### src/sv/rbrl_pkg.sv
// Shared types, widths and the binomial table function for the RRR block rank lookup.
package rbrl_pkg;

    localparam int CLASS_W  = 4;
    localparam int OFFSET_W = 13;
    localparam int POS_W    = 4;
    localparam int RANK_W   = 4;
    // One bit above the offset so a saturated coefficient beats every offset.
    localparam int BINOM_W  = OFFSET_W + 1;
    localparam int CLASS_N  = 1 << CLASS_W;
    // Wide enough for any bit index of a block up to 63 bits.
    localparam int IDX_W    = 7;

    localparam logic [BINOM_W-1:0] BINOM_CAP = BINOM_W'(1) << OFFSET_W;

    // Decode state handed from cell to cell.
    typedef struct packed {
        logic [OFFSET_W-1:0] offset;
        logic [CLASS_W-1:0]  remaining;
        logic [RANK_W-1:0]   rank;
        logic [POS_W-1:0]    pos;
        logic                bad;
    } cell_data_t;

    typedef struct packed {
        logic [RANK_W-1:0] rank;
        logic              bad;
    } result_t;

    // C(n, k) saturated at BINOM_CAP, built from Pascal's rule; 0 when k > n.
    function automatic logic [BINOM_W-1:0] binom_sat(input int n, input int k);
        logic [BINOM_W-1:0] row [CLASS_N];
        logic [BINOM_W:0]   s;
        int                 i;
        int                 j;
        for (j = 0; j < CLASS_N; j++) begin
            row[j] = '0;
        end
        row[0] = BINOM_W'(1);
        for (i = 1; i <= n; i++) begin
            for (j = CLASS_N - 1; j >= 1; j--) begin
                s = {1'b0, row[j]} + {1'b0, row[j-1]};
                row[j] = (s >= {1'b0, BINOM_CAP}) ? BINOM_CAP : s[BINOM_W-1:0];
            end
        end
        if (k > n || k >= CLASS_N) begin
            return '0;
        end
        return row[k];
    endfunction

endpackage

### src/sv/rrr_block_rank_lookup_unit.sv
// Top level of the RRR block rank lookup: entry stage, decode cell chain, output buffer.
//
// Rank of an RRR-coded block. Each request carries a class (popcount of a
// BLOCK_BITS-bit block), an offset among all blocks of that class in
// ascending numeric order, and a bit position; the result is the number of
// ones in bits 0..position of the decoded block, plus a bad_request flag when
// the class exceeds BLOCK_BITS or the offset is not below C(BLOCK_BITS, class)
// (rank is then 0). Decoding is enumerative, MSB first, over a chain of
// BLOCK_BITS identical cells, one per bit: a cell compares the running offset
// with the constant C(p, ones_left), subtracts and counts on a hit, and
// registers the state for its neighbor. One request is accepted per cycle
// while in_ready is high, and results come out in order. From accept to
// out_valid a request passes the entry stage register, one register per
// cell, then the output register. The whole chain advances together;
// in_ready is the output buffer's registered "skid entry free" flag, so
// requests keep flowing while one result waits, and the chain holds only
// once a second finished result is parked.
// Positions at or beyond the block end simply count the whole block.
module rrr_block_rank_lookup_unit #(
    parameter int BLOCK_BITS = 15
) (
    input  logic                          clk,
    input  logic                          rst_n,
    input  logic                          in_valid,
    output logic                          in_ready,
    input  logic [rbrl_pkg::CLASS_W-1:0]  block_class,
    input  logic [rbrl_pkg::OFFSET_W-1:0] class_offset,
    input  logic [rbrl_pkg::POS_W-1:0]    bit_position,
    output logic                          out_valid,
    input  logic                          out_ready,
    output logic [rbrl_pkg::RANK_W-1:0]   rank_value,
    output logic                          bad_request
);

    // Chain enable: every stage shifts together when the buffer can take one.
    logic                         en;

    // stage 0 is the entry register, stage i+1 the output of cell i
    logic                         stage_valid [BLOCK_BITS+1];
    rbrl_pkg::cell_data_t         stage_data  [BLOCK_BITS+1];

    // C(BLOCK_BITS, k), 0 for k above the block size, so one compare covers both checks
    logic [rbrl_pkg::BINOM_W-1:0] total_tbl [rbrl_pkg::CLASS_N];
    logic                         entry_bad;
    rbrl_pkg::cell_data_t         entry_next;
    rbrl_pkg::result_t            chain_result;
    rbrl_pkg::result_t            out_result;

    for (genvar k = 0; k < rbrl_pkg::CLASS_N; k++) begin : g_total
        assign total_tbl[k] = rbrl_pkg::binom_sat(BLOCK_BITS, k);
    end

    assign entry_bad = {1'b0, class_offset} >= total_tbl[block_class];

    always_comb begin
        entry_next.offset    = class_offset;
        // a bad request walks the chain with nothing left to place: rank stays 0
        entry_next.remaining = entry_bad ? '0 : block_class;
        entry_next.rank      = '0;
        entry_next.pos       = bit_position;
        entry_next.bad       = entry_bad;
    end

    always_ff @(posedge clk or negedge rst_n) begin
        if (!rst_n) begin
            stage_valid[0] <= 1'b0;
        end else if (en) begin
            stage_valid[0] <= in_valid;
        end
    end

    always_ff @(posedge clk) begin
        if (en) begin
            stage_data[0] <= entry_next;
        end
    end

    // Cell i resolves bit BLOCK_BITS-1-i, most significant first.
    for (genvar i = 0; i < BLOCK_BITS; i++) begin : g_cell
        rbrl_cell #(
            .P(BLOCK_BITS - 1 - i)
        ) u_cell (
            .clk       (clk),
            .rst_n     (rst_n),
            .en        (en),
            .prev_valid(stage_valid[i]),
            .prev_data (stage_data[i]),
            .valid_reg (stage_valid[i+1]),
            .data_reg  (stage_data[i+1])
        );
    end

    assign chain_result.rank = stage_data[BLOCK_BITS].rank;
    assign chain_result.bad  = stage_data[BLOCK_BITS].bad;

    rbrl_out_buf u_out_buf (
        .clk      (clk),
        .rst_n    (rst_n),
        .up_valid (stage_valid[BLOCK_BITS]),
        .up_ready (en),
        .up_data  (chain_result),
        .out_valid(out_valid),
        .out_ready(out_ready),
        .out_data (out_result)
    );

    assign in_ready    = en;
    assign rank_value  = out_result.rank;
    assign bad_request = out_result.bad;

endmodule

### src/sv/rbrl_cell.sv
// One decode cell: resolves a single bit of the block and passes the state on.
module rbrl_cell #(
    parameter int P = 0
) (
    input  logic                clk,
    input  logic                rst_n,
    input  logic                en,
    input  logic                prev_valid,
    input  rbrl_pkg::cell_data_t prev_data,
    output logic                valid_reg,
    output rbrl_pkg::cell_data_t data_reg
);

    logic [rbrl_pkg::BINOM_W-1:0] below_tbl [rbrl_pkg::CLASS_N];
    logic [rbrl_pkg::BINOM_W-1:0] below;
    logic                         take;
    logic                         counts;
    rbrl_pkg::cell_data_t         data_next;

    for (genvar k = 0; k < rbrl_pkg::CLASS_N; k++) begin : g_tbl
        assign below_tbl[k] = rbrl_pkg::binom_sat(P, k);
    end

    assign below  = below_tbl[prev_data.remaining];
    assign take   = (prev_data.remaining != '0) && ({1'b0, prev_data.offset} >= below);
    assign counts = {{(rbrl_pkg::IDX_W - rbrl_pkg::POS_W){1'b0}}, prev_data.pos}
                    >= rbrl_pkg::IDX_W'(P);

    always_comb begin
        data_next = prev_data;
        if (take) begin
            // below is under 2^13 here since the offset reached it
            data_next.offset    = prev_data.offset - below[rbrl_pkg::OFFSET_W-1:0];
            data_next.remaining = prev_data.remaining - 1'b1;
            if (counts) begin
                data_next.rank = prev_data.rank + 1'b1;
            end
        end
    end

    always_ff @(posedge clk or negedge rst_n) begin
        if (!rst_n) begin
            valid_reg <= 1'b0;
        end else if (en) begin
            valid_reg <= prev_valid;
        end
    end

    always_ff @(posedge clk) begin
        if (en) begin
            data_reg <= data_next;
        end
    end

endmodule

### src/sv/rbrl_out_buf.sv
// Output register with a skid entry; upstream ready comes straight from a flop.
module rbrl_out_buf (
    input  logic              clk,
    input  logic              rst_n,
    input  logic              up_valid,
    output logic              up_ready,
    input  rbrl_pkg::result_t up_data,
    output logic              out_valid,
    input  logic              out_ready,
    output rbrl_pkg::result_t out_data
);

    logic              out_valid_reg;
    logic              out_valid_next;
    rbrl_pkg::result_t out_data_reg;
    rbrl_pkg::result_t out_data_next;
    logic              skid_valid_reg;
    logic              skid_valid_next;
    rbrl_pkg::result_t skid_data_reg;
    rbrl_pkg::result_t skid_data_next;
    logic              in_fire;
    logic              out_fire;

    assign up_ready  = !skid_valid_reg;
    assign out_valid = out_valid_reg;
    assign out_data  = out_data_reg;
    assign in_fire   = up_valid && !skid_valid_reg;
    assign out_fire  = out_valid_reg && out_ready;

    always_comb begin
        out_valid_next  = out_valid_reg;
        out_data_next   = out_data_reg;
        skid_valid_next = skid_valid_reg;
        skid_data_next  = skid_data_reg;
        if (skid_valid_reg) begin
            if (out_fire) begin
                out_data_next   = skid_data_reg;
                skid_valid_next = 1'b0;
            end
        end else if (in_fire) begin
            if (!out_valid_reg || out_fire) begin
                out_data_next  = up_data;
                out_valid_next = 1'b1;
            end else begin
                skid_data_next  = up_data;
                skid_valid_next = 1'b1;
            end
        end else if (out_fire) begin
            out_valid_next = 1'b0;
        end
    end

    always_ff @(posedge clk or negedge rst_n) begin
        if (!rst_n) begin
            out_valid_reg  <= 1'b0;
            skid_valid_reg <= 1'b0;
        end else begin
            out_valid_reg  <= out_valid_next;
            skid_valid_reg <= skid_valid_next;
        end
    end

    always_ff @(posedge clk) begin
        out_data_reg  <= out_data_next;
        skid_data_reg <= skid_data_next;
    end

endmodule
### config.mk
export PLATFORM = sky130hd
export DESIGN_NAME = rrr_block_rank_lookup_unit
export DESIGN_NICKNAME = d
export VERILOG_FILES = /design/src/sv/rbrl_pkg.sv /design/src/sv/rrr_block_rank_lookup_unit.sv /design/src/sv/rbrl_cell.sv /design/src/sv/rbrl_out_buf.sv
export SDC_FILE = /design/constraint.sdc
export NUM_CORES = 1
export LEC_CHECK = 0
export BUFFER_PORTS_ARGS = -buffer_cell sky130_fd_sc_hd__buf_2
export CORE_AREA = 2 2 204 206
export DETAILED_ROUTE_END_ITERATION = 10
export DIE_AREA = 0 0 206 208
export HOLD_SLACK_MARGIN = 0.03
export PLACE_DENSITY = 0.81
export SETUP_SLACK_MARGIN = 0.1
export SLEW_MARGIN = 0
export SYNTH_ARGS = -nofsm -noshare
export SYNTH_HDL_FRONTEND = slang
export SYNTH_HIERARCHICAL = 1
export SYNTH_SLANG_ARGS = --single-unit
### constraint.sdc
create_clock -name clk -period 7.38 [get_ports clk]
set_input_delay 0 -clock clk [delete_from_list [all_inputs] [get_ports clk]]
set_output_delay 0 -clock clk [all_outputs]
set_load 0.01 [all_outputs]
# Word level (Yosys, flattened, before mapping)
# Memories as Yosys holds them, arrays and structs flattened.
# Index checks and enable logic that the tools add are counted.
totals:
  regBits: 415
  latch_bits: 0
  ramBits: 0
  rom_bits: 3584
  in_bits: 25
  output_inout_bits: 7
  word_cells: 334
  mem_count: 16
classes:
  add_sub_neg: 42
  mul: 0
  n_div: 0
  order_cmp: 46
  n_eq_ne: 2
  shifts: 0
  n_mux: 72
  bitwise: 18
  reduce_logical: 41
mem_list:
  columns: ["name", "depth", "word_bits", "read_ports", "rd_clocked_by_memory_dff", "write_ports", "line", "rtl"]
  rows:
  - ["(no name shown)", 16, 14, 1, 0, 0, "rbrl_cell.sv:24", "assign below = below_tbl[prev_data.remaining];"]
  - ["(no name shown)", 16, 14, 1, 0, 0, "rbrl_cell.sv:24", null]
  - ["(no name shown)", 16, 14, 1, 0, 0, "rbrl_cell.sv:24", null]
  - ["(no name shown)", 16, 14, 1, 0, 0, "rbrl_cell.sv:24", null]
  - ["(no name shown)", 16, 14, 1, 0, 0, "rbrl_cell.sv:24", null]
  - ["(no name shown)", 16, 14, 1, 0, 0, "rbrl_cell.sv:24", null]
  - ["10 more memories", null, null, null, null, null, null, null]
ops:
  columns: ["op", "n"]
  rows:
  - ["$mux W14", 32]
  - ["$mux W21", 14]
  - ["$ge A13 B14 Y1", 16]
  - ["$sub A13 B13 Y13", 14]
  - ["$ge A5 B5 Y1 const B", 16]
  - ["$not A4 Y5", 16]
  - ["$reduce_bool A4 Y1", 15]
  - ["$add A4 B1 Y4 const B", 14]
  - ["$mux W4", 14]
  - ["$sub A4 B1 Y4 const B", 14]
  - ["$ge A4 B4 Y1 const B", 7]
  - ["$mux W5", 4]
  - ["$logic_and A1 B1 Y1", 17]
  - ["$ge A4 B3 Y1 const B", 4]
  - ["$reduce_and A3 Y1", 3]
  - ["$ge A4 B2 Y1 const B", 2]
  - ["$mux W1", 8]
  - ["$reduce_bool A2 Y1", 3]
  - ["$ge A4 B1 Y1 const B", 1]
  - ["$ne A2 B2 Y1 const B", 2]
  - ["$logic_not A1 Y1", 2]
  - ["$not A1 Y1", 2]
  - ["$logic_or A1 B1 Y1", 1]

# Depth between registers and ports, before layout
logic_depth:
  word_depth: 7
  ltp_mapped: 16
  ltp_nobuf: 14

# Cells and area by module
# Netlist, hierarchy kept.
by_module_without_submodules:
  columns: ["mod", "instances", "cells_per_inst", "area_each_um2", "seq_area_each_um2"]
  rows:
  - ["rbrl_cell at g_cell[0].u_cell", 1, 209, 2011.9, 805.8]
  - ["rbrl_cell at g_cell[1].u_cell", 1, 181, 1991.9, 805.8]
  - ["rbrl_cell at g_cell[2].u_cell", 1, 168, 1873.0, 805.8]
  - ["rbrl_cell at g_cell[3].u_cell", 1, 157, 1796.7, 805.8]
  - ["rbrl_cell at g_cell[4].u_cell", 1, 146, 1767.9, 805.8]
  - ["rbrl_cell at g_cell[6].u_cell", 1, 165, 1745.4, 805.8]
  - ["rbrl_cell at g_cell[5].u_cell", 1, 145, 1645.3, 805.8]
  - ["rbrl_cell at g_cell[7].u_cell", 1, 122, 1604.0, 805.8]
  - ["rbrl_cell at g_cell[8].u_cell", 1, 132, 1564.0, 805.8]
  - ["rbrl_cell at g_cell[9].u_cell", 1, 110, 1460.2, 805.8]
  - ["rbrl_cell at g_cell[10].u_cell", 1, 110, 1431.4, 805.8]
  - ["rbrl_cell at g_cell[11].u_cell", 1, 100, 1411.4, 805.8]
  - ["rbrl_cell at g_cell[12].u_cell", 1, 99, 1386.3, 805.8]
  - ["rbrl_cell at g_cell[14].u_cell", 1, 99, 1315.0, 805.8]
  - ["+3 rows", null, null, null, null]

# Worst setup path before layout
# OpenSTA, ideal clock, no wires.
synth_timing:
  kind: "register to register"
  startpoint: "reg u_out_buf.skid_valid_reg"
  endpoint: "reg, netlist name g_cell[0].u_cell/valid_reg"
  setup_ns: 0.089
  arrival_time_ns: 5.831
  required_time_ns: 7.291
  slack_ns: 1.460
  stages_incl_launch_ff: 4
  n_path_buf: 1
  cell_sequence: "dfrtp_1 buf_6 inv_2 mux2_2"
synth_rtl:
  columns: ["item", "line", "rtl"]
  rows:
  - ["from (decl)", "rbrl_out_buf.sv:17", "logic skid_valid_reg;"]
  - ["from (signal assigned)", "rbrl_out_buf.sv:59", "skid_valid_reg <= skid_valid_next;"]
# No word-level cell between the ends.

==> metrics.md <==
| Metric | Value |
|---|---|
| Hold/Removal Path Class | `in -> reg` |
| CTS tree | `yes` |
| Mean Syn Cell Area | `11.9 µm²` |
| Rows | `74` |
| Tmin final | `4030 ps` |
| Clock transition at path regs | `60 ps` |
| Routed Antenna Nets | `0` |
| Final max-slew violation count | `0` |
| Critical path, cell by cell | `inv_1 -> nor2_1 -> nor2_1 -> nand2_1 -> o21ai_0 -> ha_1 -> a21oi_1 -> a21oi_1 -> nor3_1 -> a2bb2oi_2 -> o21ai_4 -> mux2_2` |
| CTS buffer count | `44` |
| Delay-heaviest family, CP | `compound AO/OA/AOI/OAI gates` |
| RSZ-0062 raised after global routing | `no` |
| Share of layout cells above drive strength 1 | `13.8%` |
| Via density | `5.95` |
| Setup Total Neg Slack | `0 ps` |
| # diodes | `0` |
| Critical path class | `reg -> reg` |
| I/O pins | `32` |
| Worst Setup Start Kind | `register` |
| First-pass GRT wire length | `78.8 mm` |
| CP bufs+invs | `1` |
| Overall routed net length | `48.3 mm` |
| Pre-Repair DR Iteration Count | `7` |
| Die X-Extent | `206 µm` |
| Arr. time, crit path | `4340 ps` |
| Reg2Reg Setup Slack | `3350 ps` |
| Largest net degree at the start of global routing | `207` |
| CTS resizes | `0` |
| Area Growth Syn to Fin | `9.70%` |
| Final Wtd Congestion | `0.897` |
| Yosys warnings | `6` |
| CP Max Fanout | `28` |
| Skew final | `11.5 ps` |
| Max Clk Rate | `0.248 GHz` |
| Total power | `0.00498 W` |
| Cell area power density | `181 nW/µm²` |
| Number of global-route vias before repair | `16200` |
| Tot GR Track Use | `22.8%` |
| Drt first-iter violations | `1250` |
| Port bufs | `31` |
| Leak | `10.2 nW` |
| DIE AREA | `42800 µm²` |
| CTS max path bufs | `3` |
| Cell Count, Final, Fillers Out | `2736` |
| Via Count | `16300` |
| Clk Latency, worst-skew pair | `570 ps` |
| Residual DRC count | `0` |
| Least-Margin Pin Slew | `1120 ps` |
| Placed insts | `2629` |
| Maximum vdd drop | `0.184 mV` |
| Die extent in y | `208 µm` |
| Endpoints failing setup | `0` |
| Starting Density | `61.8%` |
| H-tree depth | `2` |
| Root buffer cell | `clkbuf_16` |
| CORE AREA | `40600 µm²` |
| Total gr overflow | `0` |
| Required @ worst endpoint | `7700 ps` |
| Crit. End Element | `register` |
| Slowest stage delay, CP | `700 ps` |
| Post-CTS Setup Repair Bufs | `0` |
| Nets@finish | `2399` |
| Total clock sinks | `415` |
| Hpwl dp | `34.6 mm` |
| Final worst path period share | `54.6%` |
| Status | `completed` |
| Initial antenna violation count | `0` |
| Normalized max-slew margin | `25.6%` |
| Fin. Hold Viols | `0` |
| Cell Area, Synth | `25100 µm²` |
| Max FFs per register | `365` |
| Synth Instances | `2100` |
| Slowest stage cell, crit path | `edfxtp_1` |
| Max cap viols | `0` |
| WL/cell | `17.7 µm` |
==> power breakdown <==
part | leakage, nW | switching, W | internal [W]
sequential | 3.82 | 0 | 0.00254
combinational | 5.66 | 0.0000347 | 0.0000309
clock | 0.773 | 0.000920 | 0.00146
total | 10.2 | 0.000955 | 0.00403
==> cell usage in the layout, fill, tap and decap left out, drive strengths merged, types with 20 or more instances in the layout <==
cell type,n
mux2,91
nand4,30
clkbuf,56
a21o,20
edfxtp,397
mux2i,29
o21ai,108
o31ai,26
nor4,31
ha,193
buf,35
nand2b,21
nand3,55
inv,113
nor2b,26
a21oi,95
xnor2,118
a211oi,23
xor2,74
dlygate4sd3,25
nor2,137
nand2,163
nor3,63
==> metal layers <==
| metal | wire length, µm | GRT usage (%) |
|---|---|---|
| met1 | 19800 | 27.0 |
| met2 | 24500 | 40.7 |
| met3 | 2040 | 3.95 |
| met5 | 0 | 0 |
| met4 | 1880 | 9.38 |
==> timing repair <==
| action | in CTS | in global routing |
|---|---|---|
| endpoints found under the setup margin | 0 | 0 |
| endpoints found under the hold margin | 48 | 0 |
| hold buffers | 25 | 0 |
==> layout make-up <==
| class | instances | area (µm²) |
|---|---|---|
| Clock buffer | 56 | 1250 |
| Clock inverter | 26 | 339 |
| Inverter | 110 | 420 |
| Sequential cell | 415 | 12400 |
| Fill cell | 2826 | 13100 |
| Timing Repair Buffer | 60 | 448 |
| Tap cell | 532 | 666 |
| Multi-Input combinational cell | 1537 | 12000 |
==> through the flow <==
step | setup slack, ps | area (µm²) | hold WS (ps) | util [%]
global route | 3080 | 27500 | 132 | 67.8
floorplan | 1760 | 25100 | -296 | -
CTS | 3390 | 27500 | 107 | 67.8
finish | 3350 | 27500 | 145 | 67.8
detailed placement | 3410 | 25600 | -63.0 | 63.2
global placement | 3520 | 25600 | -69.7 | 63.2
==> worst paths after layout <==
path | depth (start not counted) | start | endpoint
min in group asynchronous | 3 | rst_n | g_cell[13].u_cell/valid_reg
min | 2 | bit_position[1] | stage_data[392]
min reg2reg | 0 | g_cell[9].u_cell/data_reg[1] | g_cell[10].u_cell/data_reg[1]
max in group asynchronous | 3 | rst_n | g_cell[4].u_cell/valid_reg
max reg2reg | 12 | stage_data[402] | g_cell[0].u_cell/data_reg[20]
max | 12 | stage_data[402] | g_cell[0].u_cell/data_reg[20]
Note: power is estimated with default switching activity, not from simulation.
